==> src/wcm_pkg.sv <==
// ----------------------------------------------------------------------------
// wcm_pkg: shared types and constants of the wall column texture mapper
// field widths, register map, queue item and configuration group
// ----------------------------------------------------------------------------
`default_nettype none

package wcm_pkg;

   // item field widths
   localparam int COLUMN_W  = 12;
   localparam int FACE_W    = 2;
   localparam int HIT_W     = 16;
   localparam int ROWF_W    = 12;
   localparam int ROWE_W    = 13;
   localparam int HEIGHT_W  = 16;
   localparam int DEST_W    = 24;
   localparam int TEXEL_W   = 20;

   // register widths
   localparam int L2_W      = 4;
   localparam int SCR_W     = 13;

   // internal arithmetic
   localparam int POS_W     = 48;
   localparam int OFS_W     = 20;
   localparam int DIFF_W    = 18;

   // parameter defaults
   localparam int DEF_MAX_SCREEN_DIM = 4096;
   localparam int DEF_MAX_TEX_LOG2   = 10;
   localparam int DEF_FRAC_BITS      = 16;

   // queue between front and back
   localparam int QUEUE_DEPTH = 2;
   localparam int QPTR_W      = $clog2(QUEUE_DEPTH);
   localparam int QCNT_W      = $clog2(QUEUE_DEPTH + 1);

   // configuration port
   localparam int CSR_ADDR_W = 5;
   localparam int CSR_DATA_W = 32;
   localparam int CSR_IDX_W  = CSR_ADDR_W - 2;

   localparam logic [CSR_IDX_W-1:0] CSR_TEX_NORTH     = 3'd0;
   localparam logic [CSR_IDX_W-1:0] CSR_TEX_SOUTH     = 3'd1;
   localparam logic [CSR_IDX_W-1:0] CSR_TEX_EAST      = 3'd2;
   localparam logic [CSR_IDX_W-1:0] CSR_TEX_WEST      = 3'd3;
   localparam logic [CSR_IDX_W-1:0] CSR_SCREEN_WIDTH  = 3'd4;
   localparam logic [CSR_IDX_W-1:0] CSR_SCREEN_HEIGHT = 3'd5;
   localparam logic [CSR_IDX_W-1:0] CSR_VIEW_PITCH    = 3'd6;

   localparam logic [L2_W-1:0]  RST_TEX_LOG2      = 4'd6;
   localparam logic [SCR_W-1:0] RST_SCREEN_WIDTH  = 13'd640;
   localparam logic [SCR_W-1:0] RST_SCREEN_HEIGHT = 13'd480;
   localparam logic [SCR_W-1:0] RST_VIEW_PITCH    = 13'd0;

   // opcodes and faces
   localparam logic OP_START = 1'b0;
   localparam logic OP_PIXEL = 1'b1;

   localparam logic [FACE_W-1:0] FACE_NORTH = 2'd0;
   localparam logic [FACE_W-1:0] FACE_SOUTH = 2'd1;
   localparam logic [FACE_W-1:0] FACE_EAST  = 2'd2;
   localparam logic [FACE_W-1:0] FACE_WEST  = 2'd3;

   typedef struct packed {
      logic [3:0][L2_W-1:0] tex_log2;
      logic [SCR_W-1:0]     screen_width;
      logic [SCR_W-1:0]     screen_height;
      logic signed [SCR_W-1:0] view_pitch;
   } wcm_cfg_type;

   // classified item as it waits in the queue
   typedef struct packed {
      logic                    is_start;
      logic [COLUMN_W-1:0]     column;
      logic [FACE_W-1:0]       face;
      logic [L2_W-1:0]         log2;
      logic                    mirror;
      logic [HIT_W-1:0]        hit_fraction;
      logic [ROWF_W-1:0]       row_first;
      logic [ROWE_W-1:0]       row_end;
      logic [HEIGHT_W-1:0]     height;
      logic signed [OFS_W-1:0] offset;
   } wcm_item_type;

   typedef enum logic [1:0] {
      BACK_IDLE,
      BACK_DIVIDE,
      BACK_MULTIPLY
   } wcm_back_state_type;

   // log2 of texture size held inside 1 .. max_l
   function automatic logic [L2_W-1:0] clamp_log2(input logic [L2_W-1:0] l,
                                                   input logic [L2_W-1:0] max_l);
      logic [L2_W-1:0] r;
      r = l;
      if (r < L2_W'(1)) r = L2_W'(1);
      if (r > max_l) r = max_l;
      return r;
   endfunction

endpackage

`default_nettype wire

==> src/wcm_channels_if.sv <==
// ----------------------------------------------------------------------------
// wcm channels: request and response handshake interfaces
// valid/ready channels carrying the item and result fields
// ----------------------------------------------------------------------------
`default_nettype none

interface wcm_req_if import wcm_pkg::*; ();
   logic                  valid;
   logic                  ready;
   logic                  opcode;
   logic [COLUMN_W-1:0]   column;
   logic [FACE_W-1:0]     face;
   logic [HIT_W-1:0]      hit_fraction;
   logic                  ray_x_positive;
   logic                  ray_y_negative;
   logic [ROWF_W-1:0]     row_first;
   logic [ROWE_W-1:0]     row_end;
   logic [HEIGHT_W-1:0]   wall_height;

   modport source (
      output valid, opcode, column, face, hit_fraction, ray_x_positive,
             ray_y_negative, row_first, row_end, wall_height,
      input  ready
   );
   modport sink (
      input  valid, opcode, column, face, hit_fraction, ray_x_positive,
             ray_y_negative, row_first, row_end, wall_height,
      output ready
   );
endinterface

interface wcm_rsp_if import wcm_pkg::*; ();
   logic                  valid;
   logic                  ready;
   logic [DEST_W-1:0]     dest_index;
   logic [FACE_W-1:0]     texture_face;
   logic [TEXEL_W-1:0]    texel_index;
   logic                  last_pixel;

   modport source (
      output valid, dest_index, texture_face, texel_index, last_pixel,
      input  ready
   );
   modport sink (
      input  valid, dest_index, texture_face, texel_index, last_pixel,
      output ready
   );
endinterface

`default_nettype wire

==> src/wcm_queue.sv <==
// ----------------------------------------------------------------------------
// wcm_queue: short item queue between front and back
// register-based fifo of classified items
// ----------------------------------------------------------------------------
`default_nettype none

module wcm_queue import wcm_pkg::*; (
   input  wire logic         clock,
   input  wire logic         reset,
   input  wire logic         push_valid,
   input  wcm_item_type      push_data,
   output logic              push_ready,
   output logic              pop_valid,
   output wcm_item_type      pop_data,
   input  wire logic         pop_ready
);

   wcm_item_type      entry_ff [QUEUE_DEPTH];
   logic [QPTR_W-1:0] wr_ptr_ff, wr_ptr_in;
   logic [QPTR_W-1:0] rd_ptr_ff, rd_ptr_in;
   logic [QCNT_W-1:0] count_ff, count_in;
   logic              push_fire;
   logic              pop_fire;

   assign push_ready = (count_ff != QCNT_W'(QUEUE_DEPTH));
   assign pop_valid  = (count_ff != '0);
   assign pop_data   = entry_ff[rd_ptr_ff];
   assign push_fire  = push_valid && push_ready;
   assign pop_fire   = pop_valid && pop_ready;

   always_comb begin
      wr_ptr_in = wr_ptr_ff;
      rd_ptr_in = rd_ptr_ff;
      count_in  = count_ff;
      if (push_fire) begin
         wr_ptr_in = (wr_ptr_ff == QPTR_W'(QUEUE_DEPTH - 1)) ? '0 : wr_ptr_ff + 1'b1;
      end
      if (pop_fire) begin
         rd_ptr_in = (rd_ptr_ff == QPTR_W'(QUEUE_DEPTH - 1)) ? '0 : rd_ptr_ff + 1'b1;
      end
      if (push_fire && !pop_fire) begin
         count_in = count_ff + 1'b1;
      end else if (pop_fire && !push_fire) begin
         count_in = count_ff - 1'b1;
      end
   end

   always_ff @(posedge clock) begin
      if (reset) begin
         wr_ptr_ff <= '0;
         rd_ptr_ff <= '0;
         count_ff  <= '0;
      end else begin
         wr_ptr_ff <= wr_ptr_in;
         rd_ptr_ff <= rd_ptr_in;
         count_ff  <= count_in;
      end
   end

   always_ff @(posedge clock) begin
      if (push_fire) begin
         entry_ff[wr_ptr_ff] <= push_data;
      end
   end

endmodule

`default_nettype wire

==> src/wcm_front.sv <==
// ----------------------------------------------------------------------------
// wcm_front: request acceptance and classification
// clamps texture size, picks mirroring, fixes zero height, centers the start
// ----------------------------------------------------------------------------
`default_nettype none

module wcm_front import wcm_pkg::*; #(
   parameter int MAX_TEX_LOG2 = DEF_MAX_TEX_LOG2
) (
   wcm_req_if.sink           req,
   input  wcm_cfg_type       cfg,
   output logic              push_valid,
   output wcm_item_type      push_data,
   input  wire logic         push_ready
);

   logic                     ew_face;
   logic [HEIGHT_W-1:0]      height;
   logic signed [DIFF_W-1:0] diff;
   logic signed [DIFF_W-1:0] half;
   logic signed [OFS_W-1:0]  row_s;

   assign push_valid = req.valid;
   assign req.ready  = push_ready;

   always_comb begin
      ew_face = (req.face == FACE_EAST) || (req.face == FACE_WEST);
      height  = (req.wall_height == '0) ? HEIGHT_W'(1) : req.wall_height;

      // (screen_height - h) / 2, truncated toward zero
      diff  = $signed({{(DIFF_W - SCR_W){1'b0}}, cfg.screen_height})
            - $signed({{(DIFF_W - HEIGHT_W){1'b0}}, height});
      half  = (diff + $signed({{(DIFF_W - 1){1'b0}}, diff[DIFF_W-1]})) >>> 1;
      row_s = $signed({{(OFS_W - ROWF_W){1'b0}}, req.row_first});

      push_data.is_start     = (req.opcode == OP_START);
      push_data.column       = req.column;
      push_data.face         = req.face;
      push_data.log2         = clamp_log2(cfg.tex_log2[req.face], L2_W'(MAX_TEX_LOG2));
      push_data.mirror       = ew_face ? req.ray_x_positive : req.ray_y_negative;
      push_data.hit_fraction = req.hit_fraction;
      push_data.row_first    = req.row_first;
      push_data.row_end      = req.row_end;
      push_data.height       = height;
      push_data.offset       = row_s - OFS_W'(cfg.view_pitch) - OFS_W'(half);
   end

endmodule

`default_nettype wire

==> src/wcm_divider.sv <==
// ----------------------------------------------------------------------------
// wcm_divider: restoring divider, one quotient bit per cycle
// used for the vertical texture step
// ----------------------------------------------------------------------------
`default_nettype none

module wcm_divider #(
   parameter int NUM_W = 27,
   parameter int DEN_W = 16
) (
   input  wire logic             clock,
   input  wire logic             reset,
   input  wire logic             start,
   input  wire logic [NUM_W-1:0] numerator,
   input  wire logic [DEN_W-1:0] denominator,
   output logic                  done,
   output logic [NUM_W-1:0]      quotient
);

   localparam int CNT_W = $clog2(NUM_W);

   logic             busy_ff, busy_in;
   logic             done_ff, done_in;
   logic [CNT_W-1:0] count_ff, count_in;
   logic [NUM_W-1:0] quo_ff, quo_in;
   logic [DEN_W-1:0] rem_ff, rem_in;
   logic [DEN_W-1:0] den_ff, den_in;
   logic [DEN_W:0]   shifted;
   logic             fits;

   assign done     = done_ff;
   assign quotient = quo_ff;

   always_comb begin
      shifted  = {rem_ff, quo_ff[NUM_W-1]};
      fits     = (shifted >= {1'b0, den_ff});
      busy_in  = busy_ff;
      done_in  = 1'b0;
      count_in = count_ff;
      quo_in   = quo_ff;
      rem_in   = rem_ff;
      den_in   = den_ff;
      if (start) begin
         busy_in  = 1'b1;
         count_in = '0;
         quo_in   = numerator;
         rem_in   = '0;
         den_in   = denominator;
      end else if (busy_ff) begin
         quo_in   = {quo_ff[NUM_W-2:0], fits};
         rem_in   = fits ? DEN_W'(shifted - {1'b0, den_ff}) : shifted[DEN_W-1:0];
         count_in = count_ff + 1'b1;
         if (count_ff == CNT_W'(NUM_W - 1)) begin
            busy_in = 1'b0;
            done_in = 1'b1;
         end
      end
   end

   always_ff @(posedge clock) begin
      if (reset) begin
         busy_ff  <= 1'b0;
         done_ff  <= 1'b0;
         count_ff <= '0;
      end else begin
         busy_ff  <= busy_in;
         done_ff  <= done_in;
         count_ff <= count_in;
      end
   end

   always_ff @(posedge clock) begin
      quo_ff <= quo_in;
      rem_ff <= rem_in;
      den_ff <= den_in;
   end

endmodule

`default_nettype wire

==> src/wcm_back.sv <==
// ----------------------------------------------------------------------------
// wcm_back: column execution
// loads a column (step divide, start position multiply), emits pixel results
// ----------------------------------------------------------------------------
`default_nettype none

module wcm_back import wcm_pkg::*; #(
   parameter int MAX_SCREEN_DIM = DEF_MAX_SCREEN_DIM,
   parameter int MAX_TEX_LOG2   = DEF_MAX_TEX_LOG2,
   parameter int FRAC_BITS      = DEF_FRAC_BITS
) (
   input  wire logic         clock,
   input  wire logic         reset,
   input  wcm_cfg_type       cfg,
   input  wire logic         pop_valid,
   input  wcm_item_type      pop_data,
   output logic              pop_ready,
   wcm_rsp_if.source         rsp
);

   localparam int TL_W    = MAX_TEX_LOG2;
   localparam int NUM_W   = TL_W + FRAC_BITS + 1;
   localparam int ROW_W   = $clog2(MAX_SCREEN_DIM) + 1;
   localparam int PROD_W  = OFS_W + NUM_W + 1;
   localparam int DPROD_W = ROW_W + SCR_W;

   wcm_back_state_type      state_ff, state_in;
   logic                    column_active_ff, column_active_in;
   logic                    rsp_valid_ff, rsp_valid_in;

   logic [POS_W-1:0]        pos_ff, pos_in;
   logic [NUM_W-1:0]        step_ff, step_in;
   logic signed [OFS_W-1:0] offset_ff, offset_in;
   logic [ROW_W-1:0]        cur_ff, cur_in;
   logic [ROW_W-1:0]        stop_ff, stop_in;
   logic [TL_W-1:0]         tc_ff, tc_in;
   logic [FACE_W-1:0]       face_ff, face_in;
   logic [COLUMN_W-1:0]     col_ff, col_in;
   logic [DEST_W-1:0]       rsp_dest_ff, rsp_dest_in;
   logic [TEXEL_W-1:0]      rsp_texel_ff, rsp_texel_in;
   logic [FACE_W-1:0]       rsp_face_ff, rsp_face_in;
   logic                    rsp_last_ff, rsp_last_in;

   logic                    out_free;
   logic                    pop_fire;
   logic                    pixel_emit;
   logic                    div_start;
   logic                    div_done;
   logic [NUM_W-1:0]        div_quotient;
   logic [NUM_W-1:0]        div_numerator;

   // start side
   logic [L2_W-1:0]         l_start;
   logic [TL_W-1:0]         mask_start;
   logic [TL_W-1:0]         tx_raw;
   logic [ROW_W-1:0]        first_row;
   logic [ROW_W-1:0]        end_row;

   // pixel side
   logic [L2_W-1:0]         l_pix;
   logic [TL_W-1:0]         mask_pix;
   logic [TL_W-1:0]         row_raw;
   logic [2*TL_W-1:0]       texel_wide;
   logic [DPROD_W-1:0]      dest_wide;
   logic                    pix_last;
   logic signed [PROD_W-1:0] prod;

   wcm_divider #(
      .NUM_W (NUM_W),
      .DEN_W (HEIGHT_W)
   ) u_divider (
      .clock       (clock),
      .reset       (reset),
      .start       (div_start),
      .numerator   (div_numerator),
      .denominator (pop_data.height),
      .done        (div_done),
      .quotient    (div_quotient)
   );

   assign rsp.valid        = rsp_valid_ff;
   assign rsp.dest_index   = rsp_dest_ff;
   assign rsp.texel_index  = rsp_texel_ff;
   assign rsp.texture_face = rsp_face_ff;
   assign rsp.last_pixel   = rsp_last_ff;

   always_comb begin
      // start datapath
      l_start       = pop_data.log2;
      mask_start    = ~({TL_W{1'b1}} << l_start);
      tx_raw        = TL_W'(pop_data.hit_fraction >> (5'(HIT_W) - {1'b0, l_start}));
      first_row     = ROW_W'(pop_data.row_first);
      end_row       = ROW_W'(pop_data.row_end);
      div_numerator = NUM_W'(1) << (l_start + FRAC_BITS);

      // pixel datapath, texel row truncated toward zero
      l_pix      = clamp_log2(cfg.tex_log2[face_ff], L2_W'(MAX_TEX_LOG2));
      mask_pix   = ~({TL_W{1'b1}} << l_pix);
      row_raw    = pos_ff[FRAC_BITS +: TL_W]
                 + TL_W'(pos_ff[POS_W-1] && (pos_ff[FRAC_BITS-1:0] != '0));
      // the latched texel column may exceed a size shrunk mid column, so add
      texel_wide = ({{TL_W{1'b0}}, row_raw & mask_pix} << l_pix) + {{TL_W{1'b0}}, tc_ff};
      dest_wide  = cur_ff * cfg.screen_width + DPROD_W'(col_ff);
      pix_last   = ({1'b0, cur_ff} + 1'b1) >= {1'b0, stop_ff};

      prod = offset_ff * $signed({1'b0, step_ff});

      out_free = !rsp_valid_ff || rsp.ready;

      state_in         = state_ff;
      column_active_in = column_active_ff;
      pos_in           = pos_ff;
      step_in          = step_ff;
      offset_in        = offset_ff;
      cur_in           = cur_ff;
      stop_in          = stop_ff;
      tc_in            = tc_ff;
      face_in          = face_ff;
      col_in           = col_ff;
      rsp_dest_in      = rsp_dest_ff;
      rsp_texel_in     = rsp_texel_ff;
      rsp_face_in      = rsp_face_ff;
      rsp_last_in      = rsp_last_ff;
      pop_ready        = 1'b0;
      pixel_emit       = 1'b0;
      div_start        = 1'b0;

      case (state_ff)
         BACK_IDLE: begin
            pop_ready = pop_data.is_start || !column_active_ff || out_free;
            if (pop_valid && pop_ready) begin
               if (pop_data.is_start) begin
                  tc_in            = pop_data.mirror ? (~tx_raw & mask_start) : tx_raw;
                  face_in          = pop_data.face;
                  col_in           = pop_data.column;
                  cur_in           = first_row;
                  stop_in          = end_row;
                  offset_in        = pop_data.offset;
                  column_active_in = (first_row < end_row);
                  div_start        = 1'b1;
                  state_in         = BACK_DIVIDE;
               end else if (column_active_ff) begin
                  pixel_emit   = 1'b1;
                  rsp_dest_in  = DEST_W'(dest_wide);
                  rsp_texel_in = TEXEL_W'(texel_wide);
                  rsp_face_in  = face_ff;
                  rsp_last_in  = pix_last;
                  pos_in       = pos_ff + POS_W'(step_ff);
                  cur_in       = cur_ff + 1'b1;
                  if (pix_last) begin
                     column_active_in = 1'b0;
                  end
               end
            end
         end
         BACK_DIVIDE: begin
            if (div_done) begin
               step_in  = div_quotient;
               state_in = BACK_MULTIPLY;
            end
         end
         BACK_MULTIPLY: begin
            pos_in   = POS_W'(prod);
            state_in = BACK_IDLE;
         end
         default: begin
            state_in = BACK_IDLE;
         end
      endcase

      if (pixel_emit) begin
         rsp_valid_in = 1'b1;
      end else if (rsp.ready) begin
         rsp_valid_in = 1'b0;
      end else begin
         rsp_valid_in = rsp_valid_ff;
      end
   end

   assign pop_fire = pop_valid && pop_ready;

   always_ff @(posedge clock) begin
      if (reset) begin
         state_ff         <= BACK_IDLE;
         column_active_ff <= 1'b0;
         rsp_valid_ff     <= 1'b0;
      end else begin
         state_ff         <= state_in;
         column_active_ff <= column_active_in;
         rsp_valid_ff     <= rsp_valid_in;
      end
   end

   always_ff @(posedge clock) begin
      pos_ff       <= pos_in;
      step_ff      <= step_in;
      offset_ff    <= offset_in;
      cur_ff       <= cur_in;
      stop_ff      <= stop_in;
      tc_ff        <= tc_in;
      face_ff      <= face_in;
      col_ff       <= col_in;
      rsp_dest_ff  <= rsp_dest_in;
      rsp_texel_ff <= rsp_texel_in;
      rsp_face_ff  <= rsp_face_in;
      rsp_last_ff  <= rsp_last_in;
   end

   a_no_pop_while_busy: assert property (@(posedge clock) disable iff (reset)
      (state_ff != BACK_IDLE) |-> !pop_fire)
      else $error("queue popped while a column load is in progress");

   a_active_span: assert property (@(posedge clock) disable iff (reset)
      column_active_ff |-> (cur_ff < stop_ff))
      else $error("active column with no rows left");

   a_divide_then_multiply: assert property (@(posedge clock) disable iff (reset)
      div_done |=> (state_ff == BACK_MULTIPLY))
      else $error("divider finished without start position multiply");

   a_last_closes_column: assert property (@(posedge clock) disable iff (reset)
      (pixel_emit && pix_last) |=> !column_active_ff)
      else $error("column still active after its last pixel");

endmodule

`default_nettype wire

==> src/wall_column_texture_mapper.sv <==
// ----------------------------------------------------------------------------
// wall_column_texture_mapper: textured wall column coordinate generator
// start transactions load a column, pixel transactions return one screen
// pixel index and one texel index each
// ----------------------------------------------------------------------------
// A start transaction (opcode 0) loads a column and returns nothing; each pixel
// transaction (opcode 1) returns one result while the column is active and
// nothing otherwise. Requests go through a two-entry queue, so the request side
// keeps taking transactions while the back end works. In the back end a pixel
// transaction for an active column is taken once the result register is free
// to hold its result, but not while a column loads; a start transaction loads
// the column, runs the restoring divider that forms the texture step, takes the
// quotient, and then does the multiply that forms the start position.
// Configuration registers sit behind an APB-style port at byte address
// 4*index and are read live by the pixel path (texture size, width).
// ----------------------------------------------------------------------------
`default_nettype none

module wall_column_texture_mapper import wcm_pkg::*; #(
   parameter int MAX_SCREEN_DIM = DEF_MAX_SCREEN_DIM,
   parameter int MAX_TEX_LOG2   = DEF_MAX_TEX_LOG2,
   parameter int FRAC_BITS      = DEF_FRAC_BITS
) (
   input  wire logic                  clock,
   input  wire logic                  reset,
   wcm_req_if.sink                    req_bus,
   wcm_rsp_if.source                  rsp_bus,
   input  wire logic                  psel,
   input  wire logic                  penable,
   input  wire logic                  pwrite,
   input  wire logic [CSR_ADDR_W-1:0] paddr,
   input  wire logic [CSR_DATA_W-1:0] pwdata,
   output logic [CSR_DATA_W-1:0]      prdata,
   output logic                       pready
);

   // configuration registers
   logic [3:0][L2_W-1:0] tex_log2_ff, tex_log2_in;
   logic [SCR_W-1:0]     screen_width_ff, screen_width_in;
   logic [SCR_W-1:0]     screen_height_ff, screen_height_in;
   logic [SCR_W-1:0]     view_pitch_ff, view_pitch_in;

   logic                 csr_write;
   logic [CSR_IDX_W-1:0] csr_index;
   wcm_cfg_type          cfg;

   // front to queue, queue to back
   logic                 push_valid;
   logic                 push_ready;
   wcm_item_type         push_data;
   logic                 pop_valid;
   logic                 pop_ready;
   wcm_item_type         pop_data;

   // no wait states, write lands on the access phase
   assign pready    = 1'b1;
   assign csr_write = psel && penable && pwrite;
   assign csr_index = paddr[CSR_ADDR_W-1:2];

   always_comb begin
      tex_log2_in      = tex_log2_ff;
      screen_width_in  = screen_width_ff;
      screen_height_in = screen_height_ff;
      view_pitch_in    = view_pitch_ff;
      if (csr_write) begin
         case (csr_index)
            CSR_TEX_NORTH:     tex_log2_in[FACE_NORTH] = pwdata[L2_W-1:0];
            CSR_TEX_SOUTH:     tex_log2_in[FACE_SOUTH] = pwdata[L2_W-1:0];
            CSR_TEX_EAST:      tex_log2_in[FACE_EAST]  = pwdata[L2_W-1:0];
            CSR_TEX_WEST:      tex_log2_in[FACE_WEST]  = pwdata[L2_W-1:0];
            CSR_SCREEN_WIDTH:  screen_width_in  = pwdata[SCR_W-1:0];
            CSR_SCREEN_HEIGHT: screen_height_in = pwdata[SCR_W-1:0];
            CSR_VIEW_PITCH:    view_pitch_in    = pwdata[SCR_W-1:0];
            default: begin
               // unmapped index, write dropped
            end
         endcase
      end
   end

   // register readback, zero extended
   always_comb begin
      case (csr_index)
         CSR_TEX_NORTH:     prdata = CSR_DATA_W'(tex_log2_ff[FACE_NORTH]);
         CSR_TEX_SOUTH:     prdata = CSR_DATA_W'(tex_log2_ff[FACE_SOUTH]);
         CSR_TEX_EAST:      prdata = CSR_DATA_W'(tex_log2_ff[FACE_EAST]);
         CSR_TEX_WEST:      prdata = CSR_DATA_W'(tex_log2_ff[FACE_WEST]);
         CSR_SCREEN_WIDTH:  prdata = CSR_DATA_W'(screen_width_ff);
         CSR_SCREEN_HEIGHT: prdata = CSR_DATA_W'(screen_height_ff);
         CSR_VIEW_PITCH:    prdata = CSR_DATA_W'(view_pitch_ff);
         default:           prdata = '0;
      endcase
   end

   always_ff @(posedge clock) begin
      if (reset) begin
         tex_log2_ff      <= {4{RST_TEX_LOG2}};
         screen_width_ff  <= RST_SCREEN_WIDTH;
         screen_height_ff <= RST_SCREEN_HEIGHT;
         view_pitch_ff    <= RST_VIEW_PITCH;
      end else begin
         tex_log2_ff      <= tex_log2_in;
         screen_width_ff  <= screen_width_in;
         screen_height_ff <= screen_height_in;
         view_pitch_ff    <= view_pitch_in;
      end
   end

   // configuration group shared by front and back
   always_comb begin
      cfg.tex_log2      = tex_log2_ff;
      cfg.screen_width  = screen_width_ff;
      cfg.screen_height = screen_height_ff;
      cfg.view_pitch    = $signed(view_pitch_ff);
   end

   // front: takes request transactions and classifies them
   wcm_front #(
      .MAX_TEX_LOG2 (MAX_TEX_LOG2)
   ) u_front (
      .req        (req_bus),
      .cfg        (cfg),
      .push_valid (push_valid),
      .push_data  (push_data),
      .push_ready (push_ready)
   );

   // queue decouples request acceptance from column execution
   wcm_queue u_queue (
      .clock      (clock),
      .reset      (reset),
      .push_valid (push_valid),
      .push_data  (push_data),
      .push_ready (push_ready),
      .pop_valid  (pop_valid),
      .pop_data   (pop_data),
      .pop_ready  (pop_ready)
   );

   // back: column load and pixel generation, owns the result register
   wcm_back #(
      .MAX_SCREEN_DIM (MAX_SCREEN_DIM),
      .MAX_TEX_LOG2   (MAX_TEX_LOG2),
      .FRAC_BITS      (FRAC_BITS)
   ) u_back (
      .clock     (clock),
      .reset     (reset),
      .cfg       (cfg),
      .pop_valid (pop_valid),
      .pop_data  (pop_data),
      .pop_ready (pop_ready),
      .rsp       (rsp_bus)
   );

endmodule

`default_nettype wire
==> src/flat_wrapper.sv <==
// flat-port wrapper written by rule: the top's interface ports become plain ports
module wall_column_texture_mapper_flat import wcm_pkg::*;
#(
   parameter int MAX_SCREEN_DIM = DEF_MAX_SCREEN_DIM,
   parameter int MAX_TEX_LOG2   = DEF_MAX_TEX_LOG2,
   parameter int FRAC_BITS      = DEF_FRAC_BITS
)
  (clock, reset, psel, penable, pwrite, paddr, pwdata, prdata, pready, req_bus_valid, req_bus_opcode, req_bus_column, req_bus_face, req_bus_hit_fraction, req_bus_ray_x_positive, req_bus_ray_y_negative, req_bus_row_first, req_bus_row_end, req_bus_wall_height, req_bus_ready, rsp_bus_valid, rsp_bus_dest_index, rsp_bus_texture_face, rsp_bus_texel_index, rsp_bus_last_pixel, rsp_bus_ready);
  wcm_req_if req_bus_i ();
  wcm_rsp_if rsp_bus_i ();
  input  wire logic clock;
  input  wire logic reset;
  input  wire logic psel;
  input  wire logic penable;
  input  wire logic pwrite;
  input  wire logic [CSR_ADDR_W-1:0] paddr;
  input  wire logic [CSR_DATA_W-1:0] pwdata;
  output logic [CSR_DATA_W-1:0] prdata;
  output logic pready;
  input wire logic [$bits(req_bus_i.valid)-1:0] req_bus_valid;
  input wire logic [$bits(req_bus_i.opcode)-1:0] req_bus_opcode;
  input wire logic [$bits(req_bus_i.column)-1:0] req_bus_column;
  input wire logic [$bits(req_bus_i.face)-1:0] req_bus_face;
  input wire logic [$bits(req_bus_i.hit_fraction)-1:0] req_bus_hit_fraction;
  input wire logic [$bits(req_bus_i.ray_x_positive)-1:0] req_bus_ray_x_positive;
  input wire logic [$bits(req_bus_i.ray_y_negative)-1:0] req_bus_ray_y_negative;
  input wire logic [$bits(req_bus_i.row_first)-1:0] req_bus_row_first;
  input wire logic [$bits(req_bus_i.row_end)-1:0] req_bus_row_end;
  input wire logic [$bits(req_bus_i.wall_height)-1:0] req_bus_wall_height;
  output wire logic [$bits(req_bus_i.ready)-1:0] req_bus_ready;
  output wire logic [$bits(rsp_bus_i.valid)-1:0] rsp_bus_valid;
  output wire logic [$bits(rsp_bus_i.dest_index)-1:0] rsp_bus_dest_index;
  output wire logic [$bits(rsp_bus_i.texture_face)-1:0] rsp_bus_texture_face;
  output wire logic [$bits(rsp_bus_i.texel_index)-1:0] rsp_bus_texel_index;
  output wire logic [$bits(rsp_bus_i.last_pixel)-1:0] rsp_bus_last_pixel;
  input wire logic [$bits(rsp_bus_i.ready)-1:0] rsp_bus_ready;
  assign req_bus_i.valid = req_bus_valid;
  assign req_bus_i.opcode = req_bus_opcode;
  assign req_bus_i.column = req_bus_column;
  assign req_bus_i.face = req_bus_face;
  assign req_bus_i.hit_fraction = req_bus_hit_fraction;
  assign req_bus_i.ray_x_positive = req_bus_ray_x_positive;
  assign req_bus_i.ray_y_negative = req_bus_ray_y_negative;
  assign req_bus_i.row_first = req_bus_row_first;
  assign req_bus_i.row_end = req_bus_row_end;
  assign req_bus_i.wall_height = req_bus_wall_height;
  assign req_bus_ready = req_bus_i.ready;
  assign rsp_bus_valid = rsp_bus_i.valid;
  assign rsp_bus_dest_index = rsp_bus_i.dest_index;
  assign rsp_bus_texture_face = rsp_bus_i.texture_face;
  assign rsp_bus_texel_index = rsp_bus_i.texel_index;
  assign rsp_bus_last_pixel = rsp_bus_i.last_pixel;
  assign rsp_bus_i.ready = rsp_bus_ready;
  wall_column_texture_mapper #(.MAX_SCREEN_DIM(MAX_SCREEN_DIM), .MAX_TEX_LOG2(MAX_TEX_LOG2), .FRAC_BITS(FRAC_BITS)) u_core (.clock(clock), .reset(reset), .req_bus(req_bus_i), .rsp_bus(rsp_bus_i), .psel(psel), .penable(penable), .pwrite(pwrite), .paddr(paddr), .pwdata(pwdata), .prdata(prdata), .pready(pready));
endmodule
==> config.mk <==
export PLATFORM = sky130hd
export DESIGN_NAME = wall_column_texture_mapper_flat
export DESIGN_NICKNAME = d
export VERILOG_FILES = /design/src/wcm_pkg.sv /design/src/wcm_channels_if.sv /design/src/wcm_queue.sv /design/src/wcm_front.sv /design/src/wcm_divider.sv /design/src/wcm_back.sv /design/src/wall_column_texture_mapper.sv /design/src/flat_wrapper.sv
export SDC_FILE = /design/constraint.sdc
export NUM_CORES = 2
export LEC_CHECK = 0
export CORE_MARGIN = 3
export CORE_UTILIZATION = 50
export DETAILED_ROUTE_END_ITERATION = 6
export DONT_BUFFER_PORTS = 1
export GPL_ROUTABILITY_DRIVEN = 0
export HOLD_SLACK_MARGIN = 0.1
export PLACE_DENSITY = 0.68
export SETUP_SLACK_MARGIN = 0.4
export SYNTH_ARGS = -nofsm -noshare
export SYNTH_HDL_FRONTEND = slang
export SYNTH_SLANG_ARGS = --single-unit
==> constraint.sdc <==
create_clock -name clock -period 7.6 [get_ports clock]
set_clock_uncertainty 0.15 [all_clocks]
set_input_delay 1.52 -clock clock [delete_from_list [all_inputs] [get_ports clock]]
set_output_delay 1.52 -clock clock [all_outputs]
set_load 0.02 [all_outputs]
Yosys cells after proc, flatten, opt, wreduce, memory -nomap -nowiden
Memory sizes are Yosys's and may differ from the RTL's. A register that Yosys moved wholly into a read port is not among the register bits.
Cells that the tools add are included.

operators by class
  shift-type cells = 5
  order comparisons = 9
  multipliers = 2
  $add $sub $neg = 18
  equal/unequal tests = 17
  reduce and logical (&&, ||, !) cells = 42
  bitwise operators = 8
  muxes and demuxes = 50

operator list
  cell                                                count
  2-to-1 mux 48 bit                                   3
  one-hot mux 48 bit (2 select lines)                 1
  one-hot mux 13 bit (7 select lines)                 1
  2-to-1 mux 27 bit                                   2
  adder 48 x 27 -> 48 bit                             1
  multiplier 20 x 28 -> 48 bit                        1
  2-to-1 mux 16 bit                                   2
  NOT 10 bit                                          3
  left shift 1 x 6 -> 27 bit (first input constant)   1
  adder 24 x 12 -> 24 bit                             1
  multiplier 13 x 13 -> 24 bit                        1
  2-to-1 mux 1 bit                                    24
  2-to-1 mux 4 bit                                    6
  adder 20 x 10 -> 20 bit                             1
  bitwise AND 10 bit                                  2
  left shift 10 x 4 -> 10 bit (first input constant)  2
  left shift 10 x 4 -> 20 bit                         1
  adder 17 x 2 -> 18 bit                              1
  AND reduction 2 bit                                 9
  subtractor 14 x 17 -> 18 bit                        1
  greater-or-equal comparator 17 x 16 -> 1 bit        1
  subtractor 13 x 16 -> 17 bit                        1
  binary-select mux 4 bit (select 2 bit)              2
  zero test 16 bit                                    1
  other kinds (42)                                    82

word-level totals
  memories kept = 1
  register bits after elaboration = 321
  output and inout port bits = 82
  memory bits (writable) = 194
  logic and storage cells = 184
  input port bits = 118

memory list
  memory                   depth  bits a word  rd ports  clocked after memory_dff  wr ports  line             source
  u_core.u_queue.entry_ff  2      97           1         1                         1         wcm_queue.sv:18  wcm_item_type entry_ff [QUEUE_DEPTH];

Longest topological paths before layout
  depth after elaboration = 11
  gate-level depth with buffers = 29
  depth with buffers taken out = 28

Hierarchy
A second synthesis with hierarchy kept.

second synthesis, totals
  cell total of the unflattened synthesis = 5,165
  area total of the unflattened synthesis = 52,369.0 um^2

modules (own cells, without submodules)
  module                      area each (um^2)  cells each  times used  sequential area each (um^2)
  wcm_back                    35,457.8          3,801       1           5,845.6
  wcm_queue                   7,339.5           326         1           5,925.7
  wcm_divider                 3,573.4           318         1           1,751.7
  wcm_front                   3,095.5           414         1           0.0
  wall_column_texture_mapper  2,902.8           306         1           1,101.1

Worst setup path before layout
No wires, ideal clock.

  kind = input-to-reg
  start point = input port req_bus_wall_height[13]
  end point = memory u_core.u_queue.entry_ff[0][16] (netlist bit) (data pin)
  buffers on the path = 0
  stages = 28
  slack = -0.516 ns
  required time = 7.229 ns
  arrival time = 7.745 ns
  setup time = 0.221 ns
  path through = nor3_1 -> a41o_1 -> ha_1 -> inv_1 -> fa_1 -> a21o_1 -> a21oi_1 -> o21bai_1 -> a2111oi_2 -> o31a_1 -> o21ai_0 -> nor2_1 -> ha_1 -> fa_1 -> inv_1 -> ha_1 -> or2_2 -> fa_1 -> a21o_1 -> a21oi_1 -> o21bai_1 -> a211oi_1 -> o31ai_1 -> o41ai_1 -> nor2b_1 -> o21a_1 -> o21a_1 -> o311ai_0

RTL lines
  element          line                source
  start, declared  flat_wrapper.sv:29  input wire logic [$bits(req_bus_i.wall_height)-1:0] req_bus_wall_height;
  end, declared    wcm_queue.sv:18

Final worst setup path
  start point = register u_core.u_back.step_ff[8]
  end point = register u_core.u_back.pos_ff[36] (data pin)

between the ends
  longest elaborated chain between the ends = 5
  elaborated cells on any way between the ends = 6
  classes of those cells = add/sub: 1; mul: 1; mux: 4

ends and longest elaborated chain
  element                                                               line             source
  start, declared                                                       wcm_back.sv:32   logic [NUM_W-1:0] step_ff, step_in;
  start signal, assigned                                                wcm_back.sv:196  step_ff <= step_in;
  branches (longest 4 deep; another with multiplier 20 x 28 -> 48 bit)  -
  one-hot mux 48 bit (2 select lines) (*)                               wcm_back.sv:128  case (state_ff)
  named net u_core.u_back.pos_in[36]                                    wcm_back.sv:31   logic [POS_W-1:0] pos_ff, pos_in;
  end signal, assigned                                                  wcm_back.sv:195  pos_ff <= pos_in;
  end, declared                                                         wcm_back.sv:31

Mark *: on every way through the listed nets, which the timed path passes. The select of a mux whose other input is x is not followed.
A chain may end at the register's enable or synchronous reset.

==> summary.md <==
| Metric | Value |
|---|---|
| Top sig layer | `met4` |
| CP Launch Type | `flip-flop` |
| Slew of the pin with the lowest slew margin | `1.25 ns` |
| WL/cell | `roughly 19 µm` |
| Total core area | `0.0993 mm²` |
| CTS tree | `yes` |
| Most frequent cells in the layout | `inv_1 (811), fa_1 (573), nand2_1 (566)` |
| Synth Instances | `5079` |
| Status | `finished, final reports clean` |
| Max_slew headroom | `between 10% and 20%` |
| Simple-gate portion of the synthesized area | `roughly 14%` |
| Post-Place Cells | `roughly 6300` |
| Mapped cell area | `0.0505 mm²` |
| Compound-cell area share of the yosys netlist | `8.19%` |
| Layout cells sized above 1 | `between 10 and 15%` |
| Iteration-0 DRC Markers | `2363` |
| Setup violators final | `0` |
| Period minus WS final | `7.22 ns` |
| Max incr delay on CP | `0.54 ns` |
| Async SR Flop Fraction | `0%` |
| EDFF count, synth | `423` |
| Hold crit path type | `flip-flop to flip-flop` |
| Final wirelength | `125000 µm` |
| Rows | `115` |
| Post-CTS Hold Fix Bufs | `0` |
| WP data required | `7.81 ns` |
| Top cells by area, synth | `edfxtp_1 (25%), fa_1 (23%), ha_1 (9.9%)` |
| Average size of a mapped cell | `9.93 µm²` |
| First-pass GRT wire length | `around 200000 µm` |
| Slowest stage cell, crit path | `fa_1` |
| WL met2 | `around 59000 µm` |
| Via density | `5.49` |
| CP arrival | `7.43 ns` |
| Final ANT Viol Nets | `0` |
| Post-synth top area share | `25.2%` |
| RSZ-0062 raised after global routing | `yes` |
| Largest net degree at the start of global routing | `73` |
| Vias | `about 36000` |
| Drt pass-1 iters | `6` |
| WL met1 | `52800 µm` |
| Die height | `324 µm` |
| Register bit total from synthesis | `510` |
| Max clock buf depth | `3` |
| Most common cell after layout, fill and taps aside | `inv_1` |
| CTS Buf Count | `56` |
| Port Buffers | `0` |
| Initial antenna violation count | `2` |
| Reg clk slew, reported paths | `0.06 ns` |
| Cell mode on critical path | `fa_1` |
| Final Slew Violations | `0` |
| Worst path buffer plus inverter count | `8` |
| Met3 wire len | `9220 µm` |
| Proportion of synthesized area in mux cells | `under 10%` |
| Die Wd | `324 µm` |
| Crit-path max FO | `3` |
| Synth warnings | `0` |
| Gr usage total | `between 20% and 30%` |
| DRC viols | `0` |
| Kind of critical path | `flip-flop to flip-flop` |
| Seq/Total Area, Yosys | `28.6%` |
| HPWL after DPL | `96100 µm` |
| Setup TNS | `0 ns` |
| Overflow after GRT | `0` |
| Root buf cell | `clkbuf_16` |
| P&R area growth vs syn | `10.9%` |
| Adder-Cell Fraction of Synth Area | `around a third` |
| Die area | `0.105 mm²` |
| Area leader, netlist | `edfxtp_1` |
| Synth Area in XOR/XNOR | `3.37%` |
| Htree depth | `2` |
| Critical path endpoint category | `flip-flop` |
| Primary FF master, synth | `edfxtp_1` |
| Starting Density | `50.8%` |
| Non-Filler Instances | `6480` |
| Top Family by Delay on Critical Path | `adder cells` |
| I/O pin count | `200` |
| Maximum clock frequency | `around 140 MHz` |
| Count of different cell masters after synthesis | `84` |
| Worst-skew pair later-pin latency | `0.65 ns` |
| Tcrit/Tclk final | `95.1%` |
| Max-Cap Viols | `0` |
| Sink Count | `510` |
| Final Hold Viols | `0` |
| Vias in the first global route | `36300` |
| Largest family of logic cells by synthesized area | `adder cells` |
| NumNets Final | `6251` |
cell usage after synthesis, drive strengths merged, types with 7 or more instances:
| library cell | count |
|---|---|
| inv | 828 |
| fa | 588 |
| nand2 | 576 |
| edfxtp | 423 |
| ha | 399 |
| and2 | 360 |
| nor2 | 257 |
| a21oi | 202 |
| clkbuf | 201 |
| o21ai | 150 |
| xnor2 | 115 |
| mux2i | 97 |
| dfxtp | 87 |
| mux2 | 83 |
| xor2 | 79 |
| a21o | 62 |
| nand3 | 47 |
| buf | 41 |
| nor3 | 41 |
| nor2b | 38 |
| a211oi | 36 |
| nand2b | 32 |
| and3 | 28 |
| o21a | 26 |
| nand4 | 22 |
| o31ai | 22 |
| o21bai | 19 |
| a31oi | 16 |
| nand3b | 14 |
| a211o | 12 |
| nor4 | 12 |
| o31a | 12 |
| or3 | 12 |
| mux4 | 11 |
| o211ai | 11 |
| or2 | 11 |
| a31o | 8 |
| and4 | 8 |
| a21boi | 7 |
cells by family (layout without fill, tap and decap cells):
family / Yosys count / count (layout)
and+or+nand+nor: 1473 / 1473
buffers and inverters: 1071 / 1164
adders and majority gates: 989 / 989
AOI/OAI and AO/OA: 649 / 649
DFF: 510 / 510
xor gates and xnor gates: 194 / 194
muxes: 191 / 191
other: 2 / 23
worst paths after layout:
path	from	end	slack (ns)	cells past startpoint
min reg2reg	u_core.u_back.u_divider.quotient[3]	u_core.u_back.step_ff[3]	0.29	0
min	u_core.u_back.u_divider.quotient[3]	u_core.u_back.step_ff[3]	0.29	0
max reg2reg	u_core.u_back.step_ff[8]	u_core.u_back.pos_ff[36]	0.38	27
max	u_core.u_back.step_ff[8]	u_core.u_back.pos_ff[36]	0.38	27
metrics by stage:
stage               hold slack [ns]  utilization [%]  area (µm²)  setup WS [ns]
floorplan                     0.267                -       50600          0.226
global placement              0.271             53.2       52800        -0.0680
detailed placement            0.281             53.2       52800         -0.178
CTS                           0.294             55.8       55400          0.373
global route                  0.304             56.4       56000          0.131
finish                        0.294             56.4       56000          0.376
cell type report:
cell class / instances / area, µm²
Clock inverter: 41 / 503
Multi-Input combinational cell: 3517 / 32700
Timing Repair Buffer: 232 / 2130
Inverter: 829 / 3110
Sequential cell: 510 / 14400
Fill cell: 8414 / 43300
Antenna cell: 2 / 5.00
Tap cell: 1287 / 1610
Clock buffer: 62 / 1420
what timing repair did:
item,in CTS,in global routing
pin swaps,83,85
endpoints found under the setup margin,21,27
cloned,1,2
resized for setup,111,64
setup buffers,25,26
metal layers:
metal / vias to the layer above / global-route usage [%]
met5: - / 0
met4: 0 / 6.73
met3: 201 / 5.22
met2: 1036 / 39.6
met1: 17800 / 32.1
li1: 16600 / -
worst reg2reg max path: stages, from the launching register on:
cell	delay [ns]
edfxtp_1	0.43
buf_4	0.16
and2_4	0.15
fa_1	0.50
fa_1	0.54
inv_2	0.05
fa_1	0.47
inv_1	0.05
fa_1	0.47
inv_1	0.05
fa_1	0.49
inv_2	0.04
fa_1	0.49
inv_1	0.05
fa_1	0.49
inv_2	0.05
ha_4	0.23
and4_4	0.15
and3_4	0.18
a311o_1	0.36
o221a_4	0.24
o21ai_4	0.20
a21oi_4	0.11
buf_4	0.14
o31a_1	0.27
nor2_2	0.14
xor2_2	0.19
mux2i_1	0.09
registers in the layout, summed over array words and instances, names as in the netlist, 5 cells and up, named ones only:
register and flops:
u_core.u_back.u_divider.count_ff 5, u_core.view_pitch_ff 13, u_core.u_back.tc_ff 10, u_core.screen_height_ff 13, u_core.u_back.offset_ff 18, u_core.u_back.pos_ff 48
u_core.u_back.rsp.texel_index 20, u_core.u_back.u_divider.quotient 27, u_core.u_back.rsp.dest_index 24, u_core.cfg 16, u_core.screen_width_ff 13, u_core.u_back.u_divider.rem_ff 16
u_core.u_back.col_ff 12, u_core.u_back.cur_ff 13, u_core.u_back.step_ff 27, u_core.u_queue.entry_ff 190, u_core.u_back.stop_ff 13, u_core.u_back.u_divider.den_ff 16
Power is not shown: default switching activity piles up to over one toggle a cycle in this logic, so the estimate is an artifact.
